`config.mk`:
```
export PLATFORM = sky130hd
export DESIGN_NAME = cue_track_layout_top_flat
export DESIGN_NICKNAME = d
export VERILOG_FILES = /design/src/sv/ctl_pkg.sv /design/src/sv/ctl_item_if.sv /design/src/sv/ctl_result_if.sv /design/src/sv/ctl_front.sv /design/src/sv/ctl_back.sv /design/src/sv/cue_track_layout_top.sv /design/src/flat_wrapper.sv
export SDC_FILE = /design/constraint.sdc
export NUM_CORES = 2
export LEC_CHECK = 0
export ABC_CLOCK_PERIOD_IN_PS = 10400
export BUFFER_PORTS_ARGS = -buffer_cell sky130_fd_sc_hd__buf_2
export CORE_UTILIZATION = 40
export CTS_CLUSTER_DIAMETER = 150
export DETAILED_ROUTE_END_ITERATION = 8
export HOLD_SLACK_MARGIN = 0.03
export PLACE_DENSITY_LB_ADDON = 0.3
export SYNTH_ARGS = -nofsm -noshare
export SYNTH_HDL_FRONTEND = slang
export SYNTH_HIERARCHICAL = 1
export SYNTH_SLANG_ARGS = --single-unit
```
`constraint.sdc`:
```
create_clock -name i_clk -period 10.4 [get_ports i_clk]
set_input_delay 2.08 -clock i_clk [delete_from_list [all_inputs] [get_ports i_clk]]
set_output_delay 2.08 -clock i_clk [all_outputs]
set_load 0.005 [all_outputs]
```
`src/sv/ctl_pkg.sv`:
```
// Shared types, constants and mode table for the cue track layout block.
`default_nettype none
package ctl_pkg;

    localparam int MAX_TRACKS     = 99;
    localparam int FILE_SIZE_BITS = 48;
    localparam int IDX_W          = 19;
    localparam int BASE_W         = 50;
    localparam int GAP_W          = 28;
    localparam int TRACK_W        = 7;
    localparam int DIV_CNT_W      = $clog2(FILE_SIZE_BITS);

    localparam logic [3:0] MODE_AUDIO      = 4'd0;
    localparam logic [3:0] MODE_CDG        = 4'd1;
    localparam logic [3:0] MODE_M1_2048    = 4'd2;
    localparam logic [3:0] MODE_M1_2352    = 4'd3;
    localparam logic [3:0] MODE_M1_2448    = 4'd4;
    localparam logic [3:0] MODE_M2_2048    = 4'd5;
    localparam logic [3:0] MODE_M2_2324    = 4'd6;
    localparam logic [3:0] MODE_M2_2336    = 4'd7;
    localparam logic [3:0] MODE_M2_2352    = 4'd8;
    localparam logic [3:0] MODE_M2_2448    = 4'd9;
    localparam logic [3:0] MODE_CDI_2336   = 4'd10;
    localparam logic [3:0] MODE_CDI_2352   = 4'd11;

    localparam logic [1:0] KIND_AUDIO = 2'd0;
    localparam logic [1:0] KIND_MODE1 = 2'd1;
    localparam logic [1:0] KIND_MODE2 = 2'd2;

    typedef struct packed {
        logic                      new_file;
        logic [FILE_SIZE_BITS-1:0] file_size_bytes;
        logic [IDX_W-1:0]          index0_sector;
        logic                      has_index0;
        logic [IDX_W-1:0]          index1_sector;
        logic [IDX_W-1:0]          pregap_sectors;
        logic [IDX_W-1:0]          postgap_sectors;
        logic                      last_entry;
        logic [11:0]               sector_bytes;
        logic [4:0]                user_offset;
        logic [1:0]                track_kind;
    } t_cmd;

    typedef struct packed {
        logic [31:0]        first_sector;
        logic [31:0]        sector_count;
        logic [11:0]        sector_bytes;
        logic [4:0]         user_offset;
        logic [1:0]         track_kind;
        logic [30:0]        source_offset;
        logic [TRACK_W-1:0] file_number;
        logic               overflow;
        logic               last_track;
    } t_result;

    function automatic logic [11:0] mode_size(input logic [3:0] code);
        logic [11:0] s;
        case (code)
            MODE_CDG:      s = 12'd2448;
            MODE_M1_2048:  s = 12'd2048;
            MODE_M1_2448:  s = 12'd2448;
            MODE_M2_2048:  s = 12'd2048;
            MODE_M2_2324:  s = 12'd2324;
            MODE_M2_2336:  s = 12'd2336;
            MODE_M2_2448:  s = 12'd2448;
            MODE_CDI_2336: s = 12'd2336;
            default:       s = 12'd2352;
        endcase
        return s;
    endfunction

    function automatic logic [4:0] mode_offset(input logic [3:0] code);
        logic [4:0] o;
        case (code)
            MODE_M1_2352, MODE_M1_2448:                 o = 5'd16;
            MODE_M2_2336, MODE_CDI_2336:                o = 5'd8;
            MODE_M2_2352, MODE_M2_2448, MODE_CDI_2352:  o = 5'd24;
            default:                                    o = 5'd0;
        endcase
        return o;
    endfunction

    function automatic logic [1:0] mode_kind(input logic [3:0] code);
        logic [1:0] k;
        case (code)
            MODE_M1_2048, MODE_M1_2352, MODE_M1_2448: k = KIND_MODE1;
            MODE_M2_2048, MODE_M2_2324, MODE_M2_2336, MODE_M2_2352,
            MODE_M2_2448, MODE_CDI_2336, MODE_CDI_2352: k = KIND_MODE2;
            default: k = KIND_AUDIO;
        endcase
        return k;
    endfunction

endpackage
`default_nettype wire

```
`src/sv/ctl_item_if.sv`:
```
// Input channel carrying one parsed cue-sheet track entry per transfer.
`default_nettype none
interface ctl_item_if;
    logic                               valid;
    logic                               ready;
    logic                               new_file;
    logic [ctl_pkg::FILE_SIZE_BITS-1:0] file_size_bytes;
    logic [3:0]                         mode_code;
    logic [ctl_pkg::IDX_W-1:0]          index0_sector;
    logic                               has_index0;
    logic [ctl_pkg::IDX_W-1:0]          index1_sector;
    logic [ctl_pkg::IDX_W-1:0]          pregap_sectors;
    logic [ctl_pkg::IDX_W-1:0]          postgap_sectors;
    logic                               last_entry;

    modport source (
        output valid, new_file, file_size_bytes, mode_code, index0_sector, has_index0,
               index1_sector, pregap_sectors, postgap_sectors, last_entry,
        input  ready
    );
    modport sink (
        input  valid, new_file, file_size_bytes, mode_code, index0_sector, has_index0,
               index1_sector, pregap_sectors, postgap_sectors, last_entry,
        output ready
    );
endinterface
`default_nettype wire

```
`src/sv/ctl_result_if.sv`:
```
// Output channel carrying one absolute disc track per transfer.
`default_nettype none
interface ctl_result_if;
    logic                        valid;
    logic                        ready;
    logic [31:0]                 first_sector;
    logic [31:0]                 sector_count;
    logic [11:0]                 sector_bytes;
    logic [4:0]                  user_offset;
    logic [1:0]                  track_kind;
    logic [30:0]                 source_offset;
    logic [ctl_pkg::TRACK_W-1:0] file_number;
    logic                        overflow;
    logic                        last_track;

    modport source (
        output valid, first_sector, sector_count, sector_bytes, user_offset, track_kind,
               source_offset, file_number, overflow, last_track,
        input  ready
    );
    modport sink (
        input  valid, first_sector, sector_count, sector_bytes, user_offset, track_kind,
               source_offset, file_number, overflow, last_track,
        output ready
    );
endinterface
`default_nettype wire

```
`src/sv/ctl_front.sv`:
```
// Front end: accepts entries, decodes the mode and queues commands for the back end.
`default_nettype none
module ctl_front (
    input  wire logic       i_clk,
    input  wire logic       i_rst_n,
    ctl_item_if.sink        i_item,
    output ctl_pkg::t_cmd   o_cmd,
    output logic            o_cmd_valid,
    input  wire logic       i_cmd_ready
);

    localparam int QUEUE_DEPTH = 2;

    ctl_pkg::t_cmd r_q [QUEUE_DEPTH];
    logic          r_wr_ptr;
    logic          r_rd_ptr;
    logic [1:0]    r_count;
    ctl_pkg::t_cmd w_cmd_in;
    logic          w_push;
    logic          w_pop;

    always_comb begin
        w_cmd_in.new_file        = i_item.new_file;
        w_cmd_in.file_size_bytes = i_item.file_size_bytes;
        w_cmd_in.index0_sector   = i_item.index0_sector;
        w_cmd_in.has_index0      = i_item.has_index0;
        w_cmd_in.index1_sector   = i_item.index1_sector;
        w_cmd_in.pregap_sectors  = i_item.pregap_sectors;
        w_cmd_in.postgap_sectors = i_item.postgap_sectors;
        w_cmd_in.last_entry      = i_item.last_entry;
        w_cmd_in.sector_bytes    = ctl_pkg::mode_size(i_item.mode_code);
        w_cmd_in.user_offset     = ctl_pkg::mode_offset(i_item.mode_code);
        w_cmd_in.track_kind      = ctl_pkg::mode_kind(i_item.mode_code);
    end

    assign i_item.ready = (r_count != 2'(QUEUE_DEPTH));
    assign w_push       = i_item.valid && i_item.ready;
    assign o_cmd_valid  = (r_count != 2'd0);
    assign w_pop        = o_cmd_valid && i_cmd_ready;
    assign o_cmd        = r_q[r_rd_ptr];

    always_ff @(posedge i_clk) begin
        if (w_push) begin
            r_q[r_wr_ptr] <= w_cmd_in;
        end
    end

    always_ff @(posedge i_clk) begin
        if (!i_rst_n) begin
            r_wr_ptr <= 1'b0;
            r_rd_ptr <= 1'b0;
            r_count  <= 2'd0;
        end else begin
            if (w_push) begin
                r_wr_ptr <= ~r_wr_ptr;
            end
            if (w_pop) begin
                r_rd_ptr <= ~r_rd_ptr;
            end
            case ({w_push, w_pop})
                2'b10:   r_count <= r_count + 2'd1;
                2'b01:   r_count <= r_count - 2'd1;
                default: r_count <= r_count;
            endcase
        end
    end

endmodule
`default_nettype wire

```
`src/sv/ctl_back.sv`:
```
// Back end: track layout sequencer with bit-serial sector count divider and result register.
`default_nettype none
module ctl_back (
    input  wire logic           i_clk,
    input  wire logic           i_rst_n,
    input  wire ctl_pkg::t_cmd  i_cmd,
    input  wire logic           i_cmd_valid,
    output logic                o_cmd_ready,
    ctl_result_if.source        o_res
);

    localparam int FSB = ctl_pkg::FILE_SIZE_BITS;
    localparam int CW  = ctl_pkg::DIV_CNT_W;

    typedef enum logic [3:0] {
        S_IDLE, S_CHECK, S_EMIT_PREV, S_UPDATE, S_START, S_DIV,
        S_EMIT_LAST, S_EMIT_FLUSH, S_EMIT_OVF
    } t_state;

    t_state                          r_state;
    ctl_pkg::t_cmd                   r_cmd;
    logic                            r_pend_valid;
    logic [31:0]                     r_pend_start;
    logic [ctl_pkg::IDX_W-1:0]       r_pend_index1;
    logic [11:0]                     r_pend_size;
    logic [4:0]                      r_pend_offset;
    logic [1:0]                      r_pend_kind;
    logic [FSB-1:0]                  r_pend_sectors;
    logic [ctl_pkg::TRACK_W-1:0]     r_pend_fileno;
    logic [ctl_pkg::BASE_W-1:0]      r_disc_base;
    logic [ctl_pkg::GAP_W-1:0]       r_gap;
    logic [ctl_pkg::TRACK_W-1:0]     r_tracks;
    logic [FSB-1:0]                  r_div_q;
    logic [11:0]                     r_div_rem;
    logic [CW-1:0]                   r_div_cnt;
    ctl_pkg::t_result                r_out;
    logic                            r_out_valid;

    logic                            w_slot_free;
    logic                            w_emit;
    logic                            w_ovf;
    logic [31:0]                     w_end;
    ctl_pkg::t_result                w_pend_res;
    ctl_pkg::t_result                w_ovf_res;
    logic [ctl_pkg::GAP_W:0]         w_gap_pre;
    logic [ctl_pkg::GAP_W:0]         w_gap_post;
    logic [ctl_pkg::GAP_W-1:0]       n_gap_pre;
    logic [ctl_pkg::GAP_W-1:0]       n_gap_post;
    logic signed [ctl_pkg::BASE_W:0] w_start_sum;
    logic [31:0]                     n_start;
    logic [12:0]                     w_trial;
    logic                            w_take;
    logic [11:0]                     n_div_rem;
    logic [FSB-1:0]                  n_div_q;

    assign w_slot_free = !r_out_valid || o_res.ready;
    assign w_emit      = w_slot_free
                         && (r_state inside {S_EMIT_PREV, S_EMIT_LAST, S_EMIT_FLUSH, S_EMIT_OVF});
    assign o_cmd_ready = (r_state == S_IDLE);
    assign w_ovf       = (r_tracks >= ctl_pkg::TRACK_W'(ctl_pkg::MAX_TRACKS));

    always_comb begin
        if (r_state == S_EMIT_PREV && !r_cmd.new_file) begin
            w_end = r_cmd.has_index0 ? 32'(r_cmd.index0_sector) : 32'(r_cmd.index1_sector);
        end else begin
            w_end = r_pend_sectors[31:0];
        end
        w_pend_res.first_sector  = r_pend_start;
        w_pend_res.sector_count  = (w_end > 32'(r_pend_index1))
                                   ? (w_end - 32'(r_pend_index1)) : 32'd0;
        w_pend_res.sector_bytes  = r_pend_size;
        w_pend_res.user_offset   = r_pend_offset;
        w_pend_res.track_kind    = r_pend_kind;
        w_pend_res.source_offset = 31'(31'(r_pend_index1) * 31'(r_pend_size));
        w_pend_res.file_number   = r_pend_fileno;
        w_pend_res.overflow      = 1'b0;
        w_pend_res.last_track    = (r_state == S_EMIT_LAST);

        w_ovf_res            = '0;
        w_ovf_res.overflow   = 1'b1;
        w_ovf_res.last_track = r_cmd.last_entry;
    end

    always_comb begin
        w_gap_pre  = {1'b0, r_gap} + (ctl_pkg::GAP_W + 1)'(r_cmd.pregap_sectors);
        n_gap_pre  = w_gap_pre[ctl_pkg::GAP_W] ? '1 : w_gap_pre[ctl_pkg::GAP_W-1:0];
        w_gap_post = {1'b0, r_gap} + (ctl_pkg::GAP_W + 1)'(r_cmd.postgap_sectors);
        n_gap_post = w_gap_post[ctl_pkg::GAP_W] ? '1 : w_gap_post[ctl_pkg::GAP_W-1:0];

        w_start_sum = $signed({r_disc_base[ctl_pkg::BASE_W-1], r_disc_base})
                    + $signed((ctl_pkg::BASE_W + 1)'(r_gap))
                    + $signed((ctl_pkg::BASE_W + 1)'(r_cmd.index1_sector));
        n_start     = w_start_sum[ctl_pkg::BASE_W] ? 32'd0 : w_start_sum[31:0];

        w_trial   = {r_div_rem, r_div_q[FSB-1]};
        w_take    = (w_trial >= {1'b0, r_pend_size});
        n_div_rem = w_take ? 12'(w_trial - {1'b0, r_pend_size}) : w_trial[11:0];
        n_div_q   = {r_div_q[FSB-2:0], w_take};
    end

    always_ff @(posedge i_clk) begin
        if (!i_rst_n) begin
            r_state      <= S_IDLE;
            r_pend_valid <= 1'b0;
            r_tracks     <= '0;
            r_gap        <= '0;
            r_disc_base  <= '0;
            r_out_valid  <= 1'b0;
        end else begin
            if (w_emit) begin
                r_out_valid <= 1'b1;
            end else if (o_res.ready) begin
                r_out_valid <= 1'b0;
            end
            case (r_state)
                S_IDLE: begin
                    if (i_cmd_valid) begin
                        r_cmd   <= i_cmd;
                        r_state <= S_CHECK;
                    end
                end
                S_CHECK: begin
                    if (w_ovf) begin
                        r_state <= (r_cmd.last_entry && r_pend_valid) ? S_EMIT_FLUSH
                                                                       : S_EMIT_OVF;
                    end else begin
                        r_state <= r_pend_valid ? S_EMIT_PREV : S_UPDATE;
                    end
                end
                S_EMIT_PREV: begin
                    if (w_slot_free) begin
                        r_out   <= w_pend_res;
                        r_state <= S_UPDATE;
                    end
                end
                S_UPDATE: begin
                    if (r_tracks == '0) begin
                        r_disc_base   <= ctl_pkg::BASE_W'(0)
                                       - ctl_pkg::BASE_W'(r_cmd.index1_sector);
                        r_pend_fileno <= '0;
                    end else if (r_cmd.new_file) begin
                        r_disc_base   <= r_disc_base + ctl_pkg::BASE_W'(r_pend_sectors);
                        r_pend_fileno <= r_pend_fileno + ctl_pkg::TRACK_W'(1);
                    end
                    r_gap   <= n_gap_pre;
                    r_state <= S_START;
                end
                S_START: begin
                    r_pend_valid  <= 1'b1;
                    r_pend_start  <= n_start;
                    r_pend_index1 <= r_cmd.index1_sector;
                    r_pend_size   <= r_cmd.sector_bytes;
                    r_pend_offset <= r_cmd.user_offset;
                    r_pend_kind   <= r_cmd.track_kind;
                    r_gap         <= n_gap_post;
                    r_tracks      <= r_tracks + ctl_pkg::TRACK_W'(1);
                    r_div_q       <= r_cmd.file_size_bytes;
                    r_div_rem     <= '0;
                    r_div_cnt     <= CW'(FSB - 1);
                    r_state       <= S_DIV;
                end
                S_DIV: begin
                    r_div_q   <= n_div_q;
                    r_div_rem <= n_div_rem;
                    r_div_cnt <= r_div_cnt - CW'(1);
                    if (r_div_cnt == '0) begin
                        r_pend_sectors <= n_div_q;
                        r_state        <= r_cmd.last_entry ? S_EMIT_LAST : S_IDLE;
                    end
                end
                S_EMIT_LAST: begin
                    if (w_slot_free) begin
                        r_out        <= w_pend_res;
                        r_pend_valid <= 1'b0;
                        r_tracks     <= '0;
                        r_gap        <= '0;
                        r_disc_base  <= '0;
                        r_state      <= S_IDLE;
                    end
                end
                S_EMIT_FLUSH: begin
                    if (w_slot_free) begin
                        r_out   <= w_pend_res;
                        r_state <= S_EMIT_OVF;
                    end
                end
                S_EMIT_OVF: begin
                    if (w_slot_free) begin
                        r_out <= w_ovf_res;
                        if (r_cmd.last_entry) begin
                            r_pend_valid <= 1'b0;
                            r_tracks     <= '0;
                            r_gap        <= '0;
                            r_disc_base  <= '0;
                        end
                        r_state <= S_IDLE;
                    end
                end
                default: begin
                    r_state <= S_IDLE;
                end
            endcase
        end
    end

    assign o_res.valid         = r_out_valid;
    assign o_res.first_sector  = r_out.first_sector;
    assign o_res.sector_count  = r_out.sector_count;
    assign o_res.sector_bytes  = r_out.sector_bytes;
    assign o_res.user_offset   = r_out.user_offset;
    assign o_res.track_kind    = r_out.track_kind;
    assign o_res.source_offset = r_out.source_offset;
    assign o_res.file_number   = r_out.file_number;
    assign o_res.overflow      = r_out.overflow;
    assign o_res.last_track    = r_out.last_track;

endmodule
`default_nettype wire

```
`src/sv/cue_track_layout_top.sv`:
```
// Top level of the cue track layout block: front end, command queue and back end.
//
//  channel  direction  transfer                 payload
//  i_item   in         i_item.valid & ready     one parsed cue-sheet track entry
//  o_res    out        o_res.valid & ready      one absolute disc track
//
// In the back end an entry passes the check, any emit of the pending previous track,
// the update and start states, 48 bit-serial division steps of the file size by the
// sector size and, for a last entry, an emit of its own track. An entry past the track
// limit is dropped with an overflow result; a waiting result register stalls each emit.
// A two-entry front-end queue keeps accepting, until full, while the back end works.
// Reset is synchronous, active low, and clears all track state, as does a last entry.
`default_nettype none
module cue_track_layout_top (
    input  wire logic     i_clk,
    input  wire logic     i_rst_n,
    ctl_item_if.sink      i_item,
    ctl_result_if.source  o_res
);

    ctl_pkg::t_cmd w_cmd;
    logic          w_cmd_valid;
    logic          w_cmd_ready;

    ctl_front u_front (
        .i_clk       (i_clk),
        .i_rst_n     (i_rst_n),
        .i_item      (i_item),
        .o_cmd       (w_cmd),
        .o_cmd_valid (w_cmd_valid),
        .i_cmd_ready (w_cmd_ready)
    );

    ctl_back u_back (
        .i_clk       (i_clk),
        .i_rst_n     (i_rst_n),
        .i_cmd       (w_cmd),
        .i_cmd_valid (w_cmd_valid),
        .o_cmd_ready (w_cmd_ready),
        .o_res       (o_res)
    );

endmodule
`default_nettype wire
```
`src/flat_wrapper.sv`:
```
// flat-port wrapper written by rule: the top's interface ports become plain ports
module cue_track_layout_top_flat 
  (i_clk, i_rst_n, i_item_valid, i_item_new_file, i_item_file_size_bytes, i_item_mode_code, i_item_index0_sector, i_item_has_index0, i_item_index1_sector, i_item_pregap_sectors, i_item_postgap_sectors, i_item_last_entry, i_item_ready, o_res_valid, o_res_first_sector, o_res_sector_count, o_res_sector_bytes, o_res_user_offset, o_res_track_kind, o_res_source_offset, o_res_file_number, o_res_overflow, o_res_last_track, o_res_ready);
  ctl_item_if i_item_i ();
  ctl_result_if o_res_i ();
  input  wire logic i_clk;
  input  wire logic i_rst_n;
  input wire logic [$bits(i_item_i.valid)-1:0] i_item_valid;
  input wire logic [$bits(i_item_i.new_file)-1:0] i_item_new_file;
  input wire logic [$bits(i_item_i.file_size_bytes)-1:0] i_item_file_size_bytes;
  input wire logic [$bits(i_item_i.mode_code)-1:0] i_item_mode_code;
  input wire logic [$bits(i_item_i.index0_sector)-1:0] i_item_index0_sector;
  input wire logic [$bits(i_item_i.has_index0)-1:0] i_item_has_index0;
  input wire logic [$bits(i_item_i.index1_sector)-1:0] i_item_index1_sector;
  input wire logic [$bits(i_item_i.pregap_sectors)-1:0] i_item_pregap_sectors;
  input wire logic [$bits(i_item_i.postgap_sectors)-1:0] i_item_postgap_sectors;
  input wire logic [$bits(i_item_i.last_entry)-1:0] i_item_last_entry;
  output wire logic [$bits(i_item_i.ready)-1:0] i_item_ready;
  output wire logic [$bits(o_res_i.valid)-1:0] o_res_valid;
  output wire logic [$bits(o_res_i.first_sector)-1:0] o_res_first_sector;
  output wire logic [$bits(o_res_i.sector_count)-1:0] o_res_sector_count;
  output wire logic [$bits(o_res_i.sector_bytes)-1:0] o_res_sector_bytes;
  output wire logic [$bits(o_res_i.user_offset)-1:0] o_res_user_offset;
  output wire logic [$bits(o_res_i.track_kind)-1:0] o_res_track_kind;
  output wire logic [$bits(o_res_i.source_offset)-1:0] o_res_source_offset;
  output wire logic [$bits(o_res_i.file_number)-1:0] o_res_file_number;
  output wire logic [$bits(o_res_i.overflow)-1:0] o_res_overflow;
  output wire logic [$bits(o_res_i.last_track)-1:0] o_res_last_track;
  input wire logic [$bits(o_res_i.ready)-1:0] o_res_ready;
  assign i_item_i.valid = i_item_valid;
  assign i_item_i.new_file = i_item_new_file;
  assign i_item_i.file_size_bytes = i_item_file_size_bytes;
  assign i_item_i.mode_code = i_item_mode_code;
  assign i_item_i.index0_sector = i_item_index0_sector;
  assign i_item_i.has_index0 = i_item_has_index0;
  assign i_item_i.index1_sector = i_item_index1_sector;
  assign i_item_i.pregap_sectors = i_item_pregap_sectors;
  assign i_item_i.postgap_sectors = i_item_postgap_sectors;
  assign i_item_i.last_entry = i_item_last_entry;
  assign i_item_ready = i_item_i.ready;
  assign o_res_valid = o_res_i.valid;
  assign o_res_first_sector = o_res_i.first_sector;
  assign o_res_sector_count = o_res_i.sector_count;
  assign o_res_sector_bytes = o_res_i.sector_bytes;
  assign o_res_user_offset = o_res_i.user_offset;
  assign o_res_track_kind = o_res_i.track_kind;
  assign o_res_source_offset = o_res_i.source_offset;
  assign o_res_file_number = o_res_i.file_number;
  assign o_res_overflow = o_res_i.overflow;
  assign o_res_last_track = o_res_i.last_track;
  assign o_res_i.ready = o_res_ready;
  cue_track_layout_top u_core (.i_clk(i_clk), .i_rst_n(i_rst_n), .i_item(i_item_i), .o_res(o_res_i));
endmodule
```
==> summary.md <==
| Metric | Value |
|---|---|
| CP Class | flip-flop to flip-flop |
| Most common cell in the netlist | edfxtp_1 |
| Critical Path Sink Type | flip-flop |
| Post-layout min period | 6.47 ns |
| DRT antenna net count | 0 |
| Detailed Routing Iterations Pass 1 | 5 |
| Chip width | 343 µm |
| Final setup viols | 0 |
| Synthesis-stage register bit count | between 800 and 900 |
| Post-Place Setup Slack | between 3 and 4 ns |
| Hold/Removal Path Class | flip-flop to flip-flop |
| Final Slew Violations | 0 |
| Site row count | roughly 120 |
| Power share of the combinational group | a little under a third |
| Post-synth ARST share | 0% |
| Pwr Total | ~12 mW |
| P_leak | roughly 21 nW |
| Most used cell along the critical path | fa_1 |
| Finished Layout Cells | between 5000 and 6000 |
| DP Cell Count | between 5000 and 6000 |
| Storage cell area | approximately 24000 µm² |
| Post-DR wirelength/cell | approximately 22 µm |
| Largest area contributor in the netlist | edfxtp_1 |
| Die area | ~120000 µm² |
| Detailed-route via count | ~32000 |
| RSZ-0062 raised after global routing | no |
| Synth Flop Type | edfxtp_1 |
| Residual DRC | 0 |
| Post_cts resized | 0 |
| I/O pins | 260 |
| Number of synthesized flops with an enable pin | about 730 |
| DP Wirelength | 95400 µm |
| GPL Wtd Cong | roughly 0.93 |
| Period utilisation layout | 62.2% |
| R2R setup slack | around 3.9 ns |
| H-tree lvl count | 3 |
| Area Overhead vs Synth | 12.9% |
| Worst-Margin Slew | ~1.3 ns |
| Share of cells above drive strength 1 | 14.4% |
| Final standard cell area without fillers | 52500 µm² |
| Area share of the largest cell type after synthesis | between 40% and 50% |
| First-pass GRT wire length | between 150000 and 200000 µm |
| Worst path max stage delay | 0.70 ns |
| CP required | 10.85 ns |
| Reg2reg end | u_core/u_back/o_res.source_offset[30] |
| CTS Sinks | ~830 |
| Maximum fanout along the worst path | 14 |
| Post-layout worst setup margin | about 4 ns |
| Total negative slack | 0 ns |
| Hold Path End | u_core/u_back/r_pend_size[6] |
| Critical Path AT | slightly below 7 ns |
| Max frequency | between 150 and 200 MHz |
| MaxCap Viol Count | 0 |
| # fillers | 10600 |
| Core area | 115000 µm² |
| Initial Utilization | about 41% |
| Unique masters post-synth | 84 |
| Synth Cell Area | 46500 µm² |
| Flop pwr share | 39.4% |
| Hold slack final | approximately 0.42 ns |
| Slowest-stage cell, CP | edfxtp_1 |
| Cts bufs inserted | slightly above 90 |
| Avg Cell Area, Syn | about 11 µm² |
| Syn Inst Count | roughly 4100 |
| Hold Crit Depth | 0 |
| Power per cell area | ~230 nW/µm² |
| Final WL | between 100000 and 150000 µm |
| Initial antenna violation count | 18 |
| Switching Fraction | 33.7% |
| Reported net switching power | 4.01 mW |
| DR vias/cell | between 5 and 6 |
| Clock power share | between 20% and 30% |
| Final core occ | a little under half |
| Top cells by count, synth | edfxtp_1, nand2_1, nor2_1 |
| Post-CTS Setup Bufs | 0 |
| CTS tree | yes |
| Yosys warning count | 6 |
| Cts hold-fix bufs | 0 |
| DRT iter0 DRCs | ~2200 |
| Worst slew margin | about 16% |
| Critical R2R Launch | u_core/u_back/r_pend_size[7] |
| Hold Vio Cnt, Final | 0 |
| Largest net degree at the start of global routing | 73 |
| Grt total ovfl | 0 |
| Cells along the critical path | clkinv_1 -> nor2_1 -> fa_1 -> fa_1 -> fa_1 -> fa_1 -> inv_1 -> fa_1 -> inv_1 -> ha_1 -> nand4_1 -> or2_2 -> o311ai_0 -> nand3_1 -> a41oi_1 -> nor3_1 -> o21a_1 |
| Setup Skew | around 0.041 ns |
| Reg clk slew, reported paths | ~0.060 ns |
| Layout Nets | 4888 |
| GRT Total Usage | 21.6% |
| Register area share after synthesis | between 50% and 60% |
| Die outline height | around 340 µm |
| Instance area at placement | between 40000 and 50000 µm² |
| R2R cell count | 17 |
| Worst-Skew Late Latency | around 0.70 ns |
| Outcome | finished clean |
| Most area-consuming cells after synthesis | edfxtp_1, fa_1, ha_1 |
| Clock Path Buffers | 3 |
| Power Internal | slightly below 8 mW |
| Hold Path Origin | u_core/u_back/r_cmd[13] |
| Worst VDD drop | approximately 0.00021 V |
| Crit start category | flip-flop |
| Clock root cell | clkbuf_16 |
| Vias in the first global route | around 31000 |
| IO buf count | about 260 |
| Footprint of the multi-input gates | around 21000 µm² |
flip-flops by register name, summed over array words and instances, names as in the netlist, 6 cells and up, named ones only:
signal	flops
u_core/u_front/r_q	272
u_core/u_back/r_cmd	146
u_core/u_back/r_disc_base	50
u_core/u_back/r_div_q	48
u_core/u_back/r_pend_sectors	48
u_core/u_back/o_res.first_sector	32
u_core/u_back/o_res.sector_count	32
u_core/u_back/r_pend_start	32
u_core/u_back/o_res.source_offset	31
u_core/u_back/r_gap	28
u_core/u_back/r_pend_index1	19
u_core/u_back/o_res.sector_bytes	12
u_core/u_back/r_div_rem	12
u_core/u_back/r_pend_size	12
u_core/u_back/o_res.file_number	7
u_core/u_back/r_pend_fileno	7
u_core/u_back/r_tracks	7
u_core/u_back/r_div_cnt	6
layer usage:
metal / vias up / routed length [µm] / GRT usage (%)
li1: 15000 / - / -
met1: 15500 / 58000 / 30.3
met2: 981 / 58300 / 34.5
met3: 178 / 7870 / 3.54
met4: 10 / 3450 / 6.46
met5: - / 69 / 0
cell families (layout without fill, tap and decap cells):
logic type	Yosys count	after routing	share of synthesized area (%)
and+or+nand+nor	1244	1244	12.1
DFF	828	828	51.4
AOI/OAI and AO/OA	807	807	10.9
buffers and inverters	473	767	4.07
adders and majority gates	429	429	14.7
muxes	167	167	3.97
xor gates and xnor gates	149	149	2.81
other	2	11	0.0162
how the worst max path moves through the flow:
| stage | startpoint | endpoint | slack (ns) | cells past startpoint |
|---|---|---|---|---|
| after floorplan | i_rst_n | u_core/u_back/r_pend_sectors[0] | 0.42 | 5 |
| after global placement | u_core/u_back/r_pend_size[11] | u_core/u_back/o_res.source_offset[30] | 4.09 | 19 |
| after detailed placement | u_core/u_back/r_pend_size[8] | u_core/u_back/o_res.source_offset[30] | 3.99 | 17 |
| after CTS | u_core/u_back/r_pend_size[8] | u_core/u_back/o_res.source_offset[30] | 3.96 | 17 |
| after global routing | u_core/u_back/r_pend_size[8] | u_core/u_back/o_res.source_offset[30] | 3.46 | 17 |
| final | u_core/u_back/r_pend_size[7] | u_core/u_back/o_res.source_offset[30] | 3.93 | 17 |
area by class of cell:
class | count | share of cell area [%]
inverter | 304 | 2.18
multi-input combinational | 2806 | 39.6
clock buffer | 122 | 4.76
sequential | 828 | 45.5
tap | 1512 | 3.60
clock inverter | 50 | 1.39
timing repair buffer | 291 | 2.93
antenna | 1 | 0.00476
placed cells by master, fill, tap and decap left out, types with 15 or more instances in the layout:
cell type	count
edfxtp_1	732
nand2_1	509
nor2_1	316
inv_1	296
buf_2	259
ha_1	234
o21ai_0	217
a21oi_1	211
fa_1	195
mux2_2	140
dfxtp_1	95
clkbuf_16	94
xnor2_1	84
a21o_1	80
and2_1	76
nand3_1	70
xor2_1	65
nor3_1	61
a211oi_1	40
a31oi_1	37
nor2b_1	35
o211ai_1	34
o21a_1	34
buf_4	32
nand2b_1	27
mux2i_1	27
and3_1	27
clkbuf_1	24
or3_1	24
or2_2	21
o21bai_1	17
nand4_1	15
power groups by stage:
stage	logic, mW	registers [mW]	clock network, mW
floorplan	2.83	4.59	0
global route	4.27	4.72	3.64
detailed placement	3.77	4.75	0
global placement	3.75	4.74	0
finish	3.78	4.68	3.43
CTS	3.80	4.68	3.52
critical path, delay by kind of cell (launching register included):
family                   cells  cell delay, ns
flip-flops                   1            0.70
AO/OA/AOI/OAI                3            1.07
adder cells (fa/ha/maj)      6            2.87
buffers and inverters        3            0.56
AND/OR/NAND/NOR              5            1.00
No activity file was read; power rests on OpenSTA's default activity.
